`config.mk`:
```
export PLATFORM = sky130hd
export DESIGN_NAME = modular_exponentiation
export DESIGN_NICKNAME = d
export VERILOG_FILES = /design/src/design/mexp_pkg.sv /design/src/design/mexp_modmul.sv /design/src/design/modular_exponentiation.sv
export SDC_FILE = /design/constraint.sdc
export NUM_CORES = 1
export LEC_CHECK = 0
export BUFFER_PORTS_ARGS = -buffer_cell sky130_fd_sc_hd__buf_2
export CAP_MARGIN = 20
export CELL_PAD_IN_SITES_DETAIL_PLACEMENT = 0
export CELL_PAD_IN_SITES_GLOBAL_PLACEMENT = 2
export CORE_MARGIN = 8
export CORE_UTILIZATION = 34
export CTS_CLUSTER_SIZE = 16
export DETAILED_ROUTE_END_ITERATION = 8
export GPL_ROUTABILITY_DRIVEN = 0
export PLACE_DENSITY = 0.76
export SLEW_MARGIN = 0
export SYNTH_ARGS = -nofsm -noshare
export SYNTH_HDL_FRONTEND = slang
export SYNTH_SLANG_ARGS = --single-unit
```
`constraint.sdc`:
```
create_clock -name clk -period 11.8 [get_ports clk]
set_clock_uncertainty 0.05 [all_clocks]
set_input_delay 1.18 -clock clk [delete_from_list [all_inputs] [get_ports clk]]
set_output_delay 1.18 -clock clk [all_outputs]
set_load 0.01 [all_outputs]
```
`src/design/mexp_pkg.sv`:
```
// Shared constants and handshake types for the modular exponentiation block.
`timescale 1ns / 1ps

package mexp_pkg;

    // Width of one stream field on the ports.
    localparam int FIELD_W       = 32;
    // Width of the arithmetic; only the low bits of each field are used.
    localparam int OPERAND_WIDTH = 32;
    localparam int CNT_W         = (OPERAND_WIDTH > 1) ? $clog2(OPERAND_WIDTH) : 1;

    localparam logic [OPERAND_WIDTH-1:0] ONE_W = {{(OPERAND_WIDTH-1){1'b0}}, 1'b1};

    // Request to the shared modular multiplier: product = x * y mod m, needs y < m.
    typedef struct packed {
        logic                     start;
        logic [OPERAND_WIDTH-1:0] x;
        logic [OPERAND_WIDTH-1:0] y;
        logic [OPERAND_WIDTH-1:0] m;
    } mexp_mul_req_t;

    typedef struct packed {
        logic                     busy;
        logic                     done;
        logic [OPERAND_WIDTH-1:0] product;
    } mexp_mul_resp_t;

endpackage

```
`src/design/mexp_modmul.sv`:
```
// Bit-serial interleaved modular multiplier, one bit of x per cycle.
`timescale 1ns / 1ps

module mexp_modmul
    import mexp_pkg::*;
(
    input  logic           clk,
    input  logic           rst_n,
    input  mexp_mul_req_t  req,
    output mexp_mul_resp_t resp
);

    localparam int W = OPERAND_WIDTH;

    logic             busy_reg, busy_next;
    logic             done_reg, done_next;
    logic [CNT_W-1:0] cnt_reg, cnt_next;
    logic [W-1:0]     x_reg, x_next;
    logic [W-1:0]     y_reg, y_next;
    logic [W-1:0]     m_reg, m_next;
    logic [W-1:0]     r_reg, r_next;

    logic [W-1:0]     addend;
    logic [W+1:0]     sum;
    logic [W+2:0]     diff1;
    logic [W+2:0]     diff2;
    logic [W-1:0]     r_step;

    // r = 2r + bit*y stays below 3m; fold it back with one of two subtracts.
    assign addend = x_reg[W-1] ? y_reg : '0;
    assign sum    = {1'b0, r_reg, 1'b0} + {2'b00, addend};
    assign diff1  = {1'b0, sum} - {3'b000, m_reg};
    assign diff2  = {1'b0, sum} - {2'b00, m_reg, 1'b0};

    always_comb
    begin
        if (!diff2[W+2])
        begin
            r_step = diff2[W-1:0];
        end
        else if (!diff1[W+2])
        begin
            r_step = diff1[W-1:0];
        end
        else
        begin
            r_step = sum[W-1:0];
        end
    end

    always_comb
    begin
        busy_next = busy_reg;
        done_next = 1'b0;
        cnt_next  = cnt_reg;
        x_next    = x_reg;
        y_next    = y_reg;
        m_next    = m_reg;
        r_next    = r_reg;
        if (busy_reg)
        begin
            r_next   = r_step;
            x_next   = {x_reg[W-2:0], 1'b0};
            cnt_next = cnt_reg + 1'b1;
            if (cnt_reg == CNT_W'(W - 1))
            begin
                busy_next = 1'b0;
                done_next = 1'b1;
            end
        end
        else if (req.start)
        begin
            busy_next = 1'b1;
            cnt_next  = '0;
            x_next    = req.x;
            y_next    = req.y;
            m_next    = req.m;
            r_next    = '0;
        end
    end

    always_ff @(posedge clk or negedge rst_n)
    begin
        if (!rst_n)
        begin
            busy_reg <= 1'b0;
            done_reg <= 1'b0;
            cnt_reg  <= '0;
        end
        else
        begin
            busy_reg <= busy_next;
            done_reg <= done_next;
            cnt_reg  <= cnt_next;
        end
    end

    always_ff @(posedge clk)
    begin
        x_reg <= x_next;
        y_reg <= y_next;
        m_reg <= m_next;
        r_reg <= r_next;
    end

    assign resp.busy    = busy_reg;
    assign resp.done    = done_reg;
    assign resp.product = r_reg;

    a_done_idle: assert property (@(posedge clk) disable iff (!rst_n)
        done_reg |-> !busy_reg)
        else $error("multiplier done while still busy");

    a_no_restart: assert property (@(posedge clk) disable iff (!rst_n)
        req.start |-> !busy_reg)
        else $error("multiplier started while busy");

    a_partial_reduced: assert property (@(posedge clk) disable iff (!rst_n)
        busy_reg |-> (r_reg < m_reg))
        else $error("partial product not reduced below modulus");

endmodule

```
`src/design/modular_exponentiation.sv`:
```
// Top level: right-to-left binary modular exponentiation over a shared multiplier.
`timescale 1ns / 1ps

//  channel  | dir | handshake                     | payload
//  ---------+-----+-------------------------------+-----------------------------------
//  s_axis   | in  | s_axis_tvalid / s_axis_tready | tdata: base, exponent, modulus
//  m_axis   | out | m_axis_tvalid / m_axis_tready | tdata: result; tuser: zero_modulus
//
//  Each item first reduces the base, then takes one multiply per set exponent bit and
//  one square per exponent bit below the highest set bit, all on the single
//  bit-serial modular multiplier. A zero modulus or zero exponent skips the multiplier.
//  Reset clears the sequencer and the output valid; nothing needs a clearing pass.
//  The input is ready only while the sequencer is idle; a finished result waits in
//  the output register, and the next item may be accepted meanwhile.

module modular_exponentiation
    import mexp_pkg::*;
(
    input  logic                 clk,
    input  logic                 rst_n,
    // s_axis_tdata, low bit up: base, exponent, modulus
    input  logic                 s_axis_tvalid,
    output logic                 s_axis_tready,
    input  logic [3*FIELD_W-1:0] s_axis_tdata,
    // m_axis_tdata: result; m_axis_tuser: zero_modulus
    output logic                 m_axis_tvalid,
    input  logic                 m_axis_tready,
    output logic [FIELD_W-1:0]   m_axis_tdata,
    output logic                 m_axis_tuser
);

    localparam int W = OPERAND_WIDTH;

    localparam logic [2:0] ST_IDLE   = 3'd0;
    localparam logic [2:0] ST_REDUCE = 3'd1;
    localparam logic [2:0] ST_MUL    = 3'd2;
    localparam logic [2:0] ST_SQR    = 3'd3;
    localparam logic [2:0] ST_FIN    = 3'd4;

    logic [2:0]         state_reg, state_next;
    logic               out_valid_reg, out_valid_next;
    logic [W-1:0]       out_data_reg, out_data_next;
    logic               out_zm_reg, out_zm_next;
    logic [W-1:0]       base_reg, base_next;
    logic [W-1:0]       exp_reg, exp_next;
    logic [W-1:0]       mod_reg, mod_next;
    logic [W-1:0]       acc_reg, acc_next;
    logic               zm_reg, zm_next;

    logic [W-1:0]       in_base;
    logic [W-1:0]       in_exp;
    logic [W-1:0]       in_mod;
    logic [W-1:0]       one_mod;
    logic [W-1:0]       exp_shift;
    logic               accept;
    logic               out_load;
    mexp_mul_req_t      mul_req;
    mexp_mul_resp_t     mul_resp;

    // Use only the low operand bits of each field.
    assign in_base = s_axis_tdata[W-1:0];
    assign in_exp  = s_axis_tdata[FIELD_W+W-1:FIELD_W];
    assign in_mod  = s_axis_tdata[2*FIELD_W+W-1:2*FIELD_W];

    // 1 mod m; multiplying the raw base by it reduces the base.
    assign one_mod = (in_mod == ONE_W) ? '0 : ONE_W;

    assign exp_shift     = exp_reg >> 1;
    assign s_axis_tready = (state_reg == ST_IDLE);
    assign accept        = s_axis_tvalid && s_axis_tready;
    assign out_load      = (state_reg == ST_FIN) && (!out_valid_reg || m_axis_tready);

    always_comb
    begin
        state_next  = state_reg;
        base_next   = base_reg;
        exp_next    = exp_reg;
        mod_next    = mod_reg;
        acc_next    = acc_reg;
        zm_next     = zm_reg;
        mul_req.start = 1'b0;
        mul_req.x     = acc_reg;
        mul_req.y     = base_reg;
        mul_req.m     = mod_reg;

        unique case (state_reg)
            ST_IDLE:
            begin
                if (accept)
                begin
                    mod_next = in_mod;
                    exp_next = in_exp;
                    zm_next  = (in_mod == '0);
                    if (in_mod == '0)
                    begin
                        // Zero modulus wins over everything, zero exponent included.
                        acc_next   = '0;
                        state_next = ST_FIN;
                    end
                    else if (in_exp == '0)
                    begin
                        // Zero exponent returns 1 unreduced.
                        acc_next   = ONE_W;
                        state_next = ST_FIN;
                    end
                    else
                    begin
                        acc_next      = ONE_W;
                        mul_req.start = 1'b1;
                        mul_req.x     = in_base;
                        mul_req.y     = one_mod;
                        mul_req.m     = in_mod;
                        state_next    = ST_REDUCE;
                    end
                end
            end

            ST_REDUCE:
            begin
                if (mul_resp.done)
                begin
                    base_next     = mul_resp.product;
                    mul_req.start = 1'b1;
                    if (exp_reg[0])
                    begin
                        mul_req.x  = acc_reg;
                        mul_req.y  = mul_resp.product;
                        state_next = ST_MUL;
                    end
                    else
                    begin
                        mul_req.x  = mul_resp.product;
                        mul_req.y  = mul_resp.product;
                        state_next = ST_SQR;
                    end
                end
            end

            ST_MUL:
            begin
                if (mul_resp.done)
                begin
                    acc_next = mul_resp.product;
                    // Skip squares once no higher exponent bit is left.
                    if (exp_shift != '0)
                    begin
                        mul_req.start = 1'b1;
                        mul_req.x     = base_reg;
                        mul_req.y     = base_reg;
                        state_next    = ST_SQR;
                    end
                    else
                    begin
                        state_next = ST_FIN;
                    end
                end
            end

            ST_SQR:
            begin
                if (mul_resp.done)
                begin
                    base_next     = mul_resp.product;
                    exp_next      = exp_shift;
                    mul_req.start = 1'b1;
                    if (exp_shift[0])
                    begin
                        mul_req.x  = acc_reg;
                        mul_req.y  = mul_resp.product;
                        state_next = ST_MUL;
                    end
                    else
                    begin
                        mul_req.x  = mul_resp.product;
                        mul_req.y  = mul_resp.product;
                        state_next = ST_SQR;
                    end
                end
            end

            ST_FIN:
            begin
                if (out_load)
                begin
                    state_next = ST_IDLE;
                end
            end

            default:
            begin
                state_next = ST_IDLE;
            end
        endcase
    end

    // Output register: load on finish, drop once taken.
    always_comb
    begin
        out_valid_next = out_valid_reg;
        out_data_next  = out_data_reg;
        out_zm_next    = out_zm_reg;
        if (out_load)
        begin
            out_valid_next = 1'b1;
            out_data_next  = acc_reg;
            out_zm_next    = zm_reg;
        end
        else if (m_axis_tready)
        begin
            out_valid_next = 1'b0;
        end
    end

    mexp_modmul u_modmul (
        .clk   (clk),
        .rst_n (rst_n),
        .req   (mul_req),
        .resp  (mul_resp)
    );

    always_ff @(posedge clk or negedge rst_n)
    begin
        if (!rst_n)
        begin
            state_reg     <= ST_IDLE;
            out_valid_reg <= 1'b0;
        end
        else
        begin
            state_reg     <= state_next;
            out_valid_reg <= out_valid_next;
        end
    end

    always_ff @(posedge clk)
    begin
        base_reg     <= base_next;
        exp_reg      <= exp_next;
        mod_reg      <= mod_next;
        acc_reg      <= acc_next;
        zm_reg       <= zm_next;
        out_data_reg <= out_data_next;
        out_zm_reg   <= out_zm_next;
    end

    assign m_axis_tvalid = out_valid_reg;
    assign m_axis_tdata  = FIELD_W'(out_data_reg);
    assign m_axis_tuser  = out_zm_reg;

    a_zero_mod_result: assert property (@(posedge clk) disable iff (!rst_n)
        (m_axis_tvalid && m_axis_tuser) |-> (m_axis_tdata == '0))
        else $error("zero modulus flagged with nonzero result");

    a_zero_mod_path: assert property (@(posedge clk) disable iff (!rst_n)
        (accept && (in_mod == '0)) |=> ((state_reg == ST_FIN) && zm_reg))
        else $error("zero modulus did not go straight to finish");

    a_done_expected: assert property (@(posedge clk) disable iff (!rst_n)
        mul_resp.done |-> ((state_reg == ST_REDUCE) || (state_reg == ST_MUL)
                           || (state_reg == ST_SQR)))
        else $error("multiplier result arrived with no step waiting");

endmodule

```
==> summary.txt <==
=================================================================================================================
Result of the run                                                                                    finished, final reports clean
Share of synthesized flip-flops with an asynchronous set or reset                                          3.654%
Layout-stage area growth over the synthesis result                                                         14.23%
Syn. warnings                                                                                                   0
Mapped Cells                                                                                                 1548
Measured slew at the worst slew-check pin                                                                1.069 ns
Pins over their slew limit                                                                                      0
Classification of the worst setup path                                                                 reg -> reg
Primary flip-flop cell chosen by synthesis mapping                                                       edfxtp_1
Tightest Hold Check Type                                                                               reg -> reg
Global-route wire length before repair                                                                   71570 um
Half-perimeter wire length after detailed placement                                                      33720 um
Endpoint class of the critical path                                                                     flip-flop
Worst endpoint data arrival time                                                                          6.76 ns
Arithmetic-cell share of the synthesized area counting full adders, half adders and majority gates         7.237%
Pin count of the biggest net entering global routing                                                           74
I/O pins                                                                                                      135
Worst IR Drop VDD                                                                                       0.1536 mV
Cell repeated most along the worst path                                                                   a21oi_1
Length of the first detailed-routing pass in iterations                                                         7
Total number of placement rows                                                                                 83
Number of global-route vias before repair                                                                   12370
Count of flip-flops with a built-in enable after synthesis                                                    289
Crit path cell chain                                                                                 and2_1, ha_1, inv_1, fa_1, nand2b_1, a21oi_1, o41a_1, a21oi_1, and3_1, o31ai_1, xor2_1, ha_1, nand2_1, nand2_1, a21oi_1, o21ai_0, a221oi_1, a21oi_1, nor3_2, buf_4, nand2_1, o311ai_1
Final period util                                                                                          54.88%
Post CTS Setup Buffer Count                                                                                     0
Tot GR Track Use                                                                                           14.80%
Post-synth cell types                                                                                          71
Post-route worst hold slack                                                                             0.3918 ns
Area share of xor/xnor cells in the synthesized design                                                     4.180%
DRC violations left                                                                                             0
Num CTS Buffers                                                                                                36
Violation count after the first detailed-routing iteration                                                    730
Critical-path maximum fanout                                                                                   58
Via count                                                                                                   12530
Drt total wl                                                                                             45230 um
Multiplexer fraction of the synthesized cell area                                                          6.086%
CORE AREA                                                                                               51200 um2
Net count, final                                                                                             1868
Path length in cells of the critical path                                                                      22
Total Die Area                                                                                          59300 um2
Antenna violations before repair                                                                                0
Post-synthesis cell area                                                                                17600 um2
Count of hold-fix buffers inserted at cts                                                                       0
Reg2Reg Setup Slack                                                                                       5.32 ns
Average cell area after synthesis                                                                       11.37 um2
Syn Nets                                                                                                     1748
Die outline width                                                                                        243.5 um
Share of the yosys chip area belonging to registers                                                        50.99%
Sink Count                                                                                                    301
Total power per unit cell area                                                                       318.1 nW/um2
Launching element type of the critical path                                                             flip-flop
Antenna diode count                                                                                             0
Synthesized flop and latch total                                                                              301
Slowest stage delay, CP                                                                                   0.83 ns
Critical register-to-register path startpoint                                                        u_modmul.x_reg[31]
Worst flop-to-flop path endpoint                                                                     u_modmul.r_reg[31]
Clock slew at reported path FFs                                                                           0.06 ns
Startpoint of the tightest hold check path                                                            acc_reg[23]
Worst setup endpoint                                                                                 u_modmul.r_reg[31]
Top Family by Delay on Critical Path                                                                 compound AO/OA/AOI/OAI gates
Number of setup violations in the final report                                                                  0
Buffers from clock root to sink, at most                                                                        3
Maximum Capacitance Violations                                                                                  0
Height of the die                                                                                        243.5 um
Remaining global-route overflow                                                                                 0
Max H-tree Level                                                                                                2
Setup repair after global routing missed its margin                                                         false
Later-pin clock latency in the skew report                                                                0.54 ns
R2R cell count                                                                                                 22
Main combinational cell family by area after synthesis                                               compound AO/OA/AOI/OAI gates
Fraction of final layout cells with drive strength greater than 1                                          16.63%
Buf+Inv Stages, Crit Path                                                                                       2
TNS Setup                                                                                                    0 ns
Average wire length per cell after detail routing                                                        19.08 um
Clk Tree Root Cell                                                                                      clkbuf_16
Launch point of the critical path                                                                    u_modmul.x_reg[31]
Post-DR vias/cell                                                                                           5.286
Cts repair resizes                                                                                              0
CP required                                                                                              12.09 ns
Leakage power                                                                                            7.930 nW
Number of nets still failing antenna checks after routing                                                       0
CTS tree                                                                                                     done
Fraction of the mapped netlist area in compound gates                                                      17.56%
Simple-gate share of the synthesized area                                                                  10.84%
Starting utilization of the core area                                                                      34.38%
Count of final hold-check violations                                                                            0
Fmax                                                                                                    154.4 MHz
Max_slew headroom                                                                                          28.29%
Buffers added on ports                                                                                        134
Critical-path cell with the highest stage delay                                                          edfxtp_1
Min-Delay Path Depth                                                                                            0
Min Tclk post-route                                                                                      6.475 ns
=================================================================================================================
-- Yosys cell counts (25+ instances only) --
library cell | number | area (um2)
mux2_2 | 64 | 720.7
clkbuf_1 | 57 | 214.0
nor2b_1 | 25 | 156.4
mux2i_1 | 35 | 350.3
ha_1 | 97 | 1214
nor2_1 | 67 | 251.5
xnor2_1 | 57 | 499.2
a22o_1 | 33 | 289.0
nand2_1 | 93 | 349.1
and2_1 | 40 | 250.2
a21oi_1 | 116 | 580.6
and3_1 | 40 | 250.2
o21ai_0 | 87 | 435.4
xor2_1 | 27 | 236.5
a21o_1 | 35 | 262.8
inv_1 | 62 | 232.7
edfxtp_1 | 289 | 8678
-- worst min-delay path by stage --
stage / endpoint / slack [ns]
finish: m_axis_tdata[23] / 0.39
global route: m_axis_tuser / 0.40
CTS: m_axis_tdata[23] / 0.39
detailed placement: m_axis_tdata[23] / 0.38
global placement: m_axis_tdata[23] / 0.38
floorplan: m_axis_tuser / 0.35
-- layer usage --
layer | up-vias | global-route usage (%) | wire length (um)
met4 | 0 | 3.049 | 721
met5 | - | 0 | 0
met3 | 54 | 2.812 | 2174
met2 | 282 | 21.48 | 18650
li1 | 6199 | - | -
met1 | 5992 | 22.55 | 23690
-- report_power, final --
part           internal (mW)  switching [mW]
registers               1.48           0.151
clock network          0.646           0.435
logic                   1.49            2.20
-- per-stage QoR --
| step | util, % | instances | worst slack [ns] | power [mW] | area (um2) |
|---|---|---|---|---|---|
| 5_1_grt | 39.27 | 2370 | 4.767 | 6.897 | 20100 |
| 2_1_floorplan | - | 1548 | 6.799 | 4.449 | 17600 |
| 6_report | 39.27 | 2370 | 5.325 | 6.395 | 20100 |
| 3_5_place_dp | 36.99 | 2309 | 5.329 | 5.283 | 18940 |
| 4_1_cts | 39.21 | 2369 | 5.288 | 6.398 | 20080 |
| 3_3_place_gp | 36.99 | 2309 | 5.525 | 5.283 | 18940 |
-- cell type report --
class	instances	area [um2]
Fill cell	4977	31090
Sequential cell	301	8975
Multi-Input combinational cell	1117	8097
Clock buffer	39	912.1
Tap cell	680	850.8
Timing Repair Buffer	150	810.8
Inverter	62	232.7
Clock inverter	21	225.2
-- cell usage in the layout (no fill, tap or decap), drive strengths merged, types with 12 or more instances in the layout --
cell type	synthesis	final
a21boi	22	22
a21o	35	35
a21oi	116	116
a221o	12	12
a221oi	14	14
a222oi	20	20
a22o	33	33
a31oi	12	12
and2	40	40
and3	40	40
buf	11	150
clkbuf	57	39
clkinv	0	12
edfxtp	289	289
ha	97	97
inv	62	64
mux2	64	64
mux2i	35	35
nand2	93	93
nand2b	16	16
nand3	16	16
nand4	14	14
nor2	67	67
nor2b	25	25
nor3	22	22
nor4	25	25
o21a	15	15
o21ai	106	106
o21bai	12	12
xnor2	57	57
xor2	27	27
-- kinds of logic (layout without fill, tap and decap cells) --
logic type,Yosys count,after routing
adders and majority gates,100,100
and+or+nand+nor,371,371
DFF,301,301
muxes,99,99
xor gates and xnor gates,84,84
AOI/OAI and AO/OA,463,463
buffers and inverters,130,272
(Power assumes the default switching activity.)
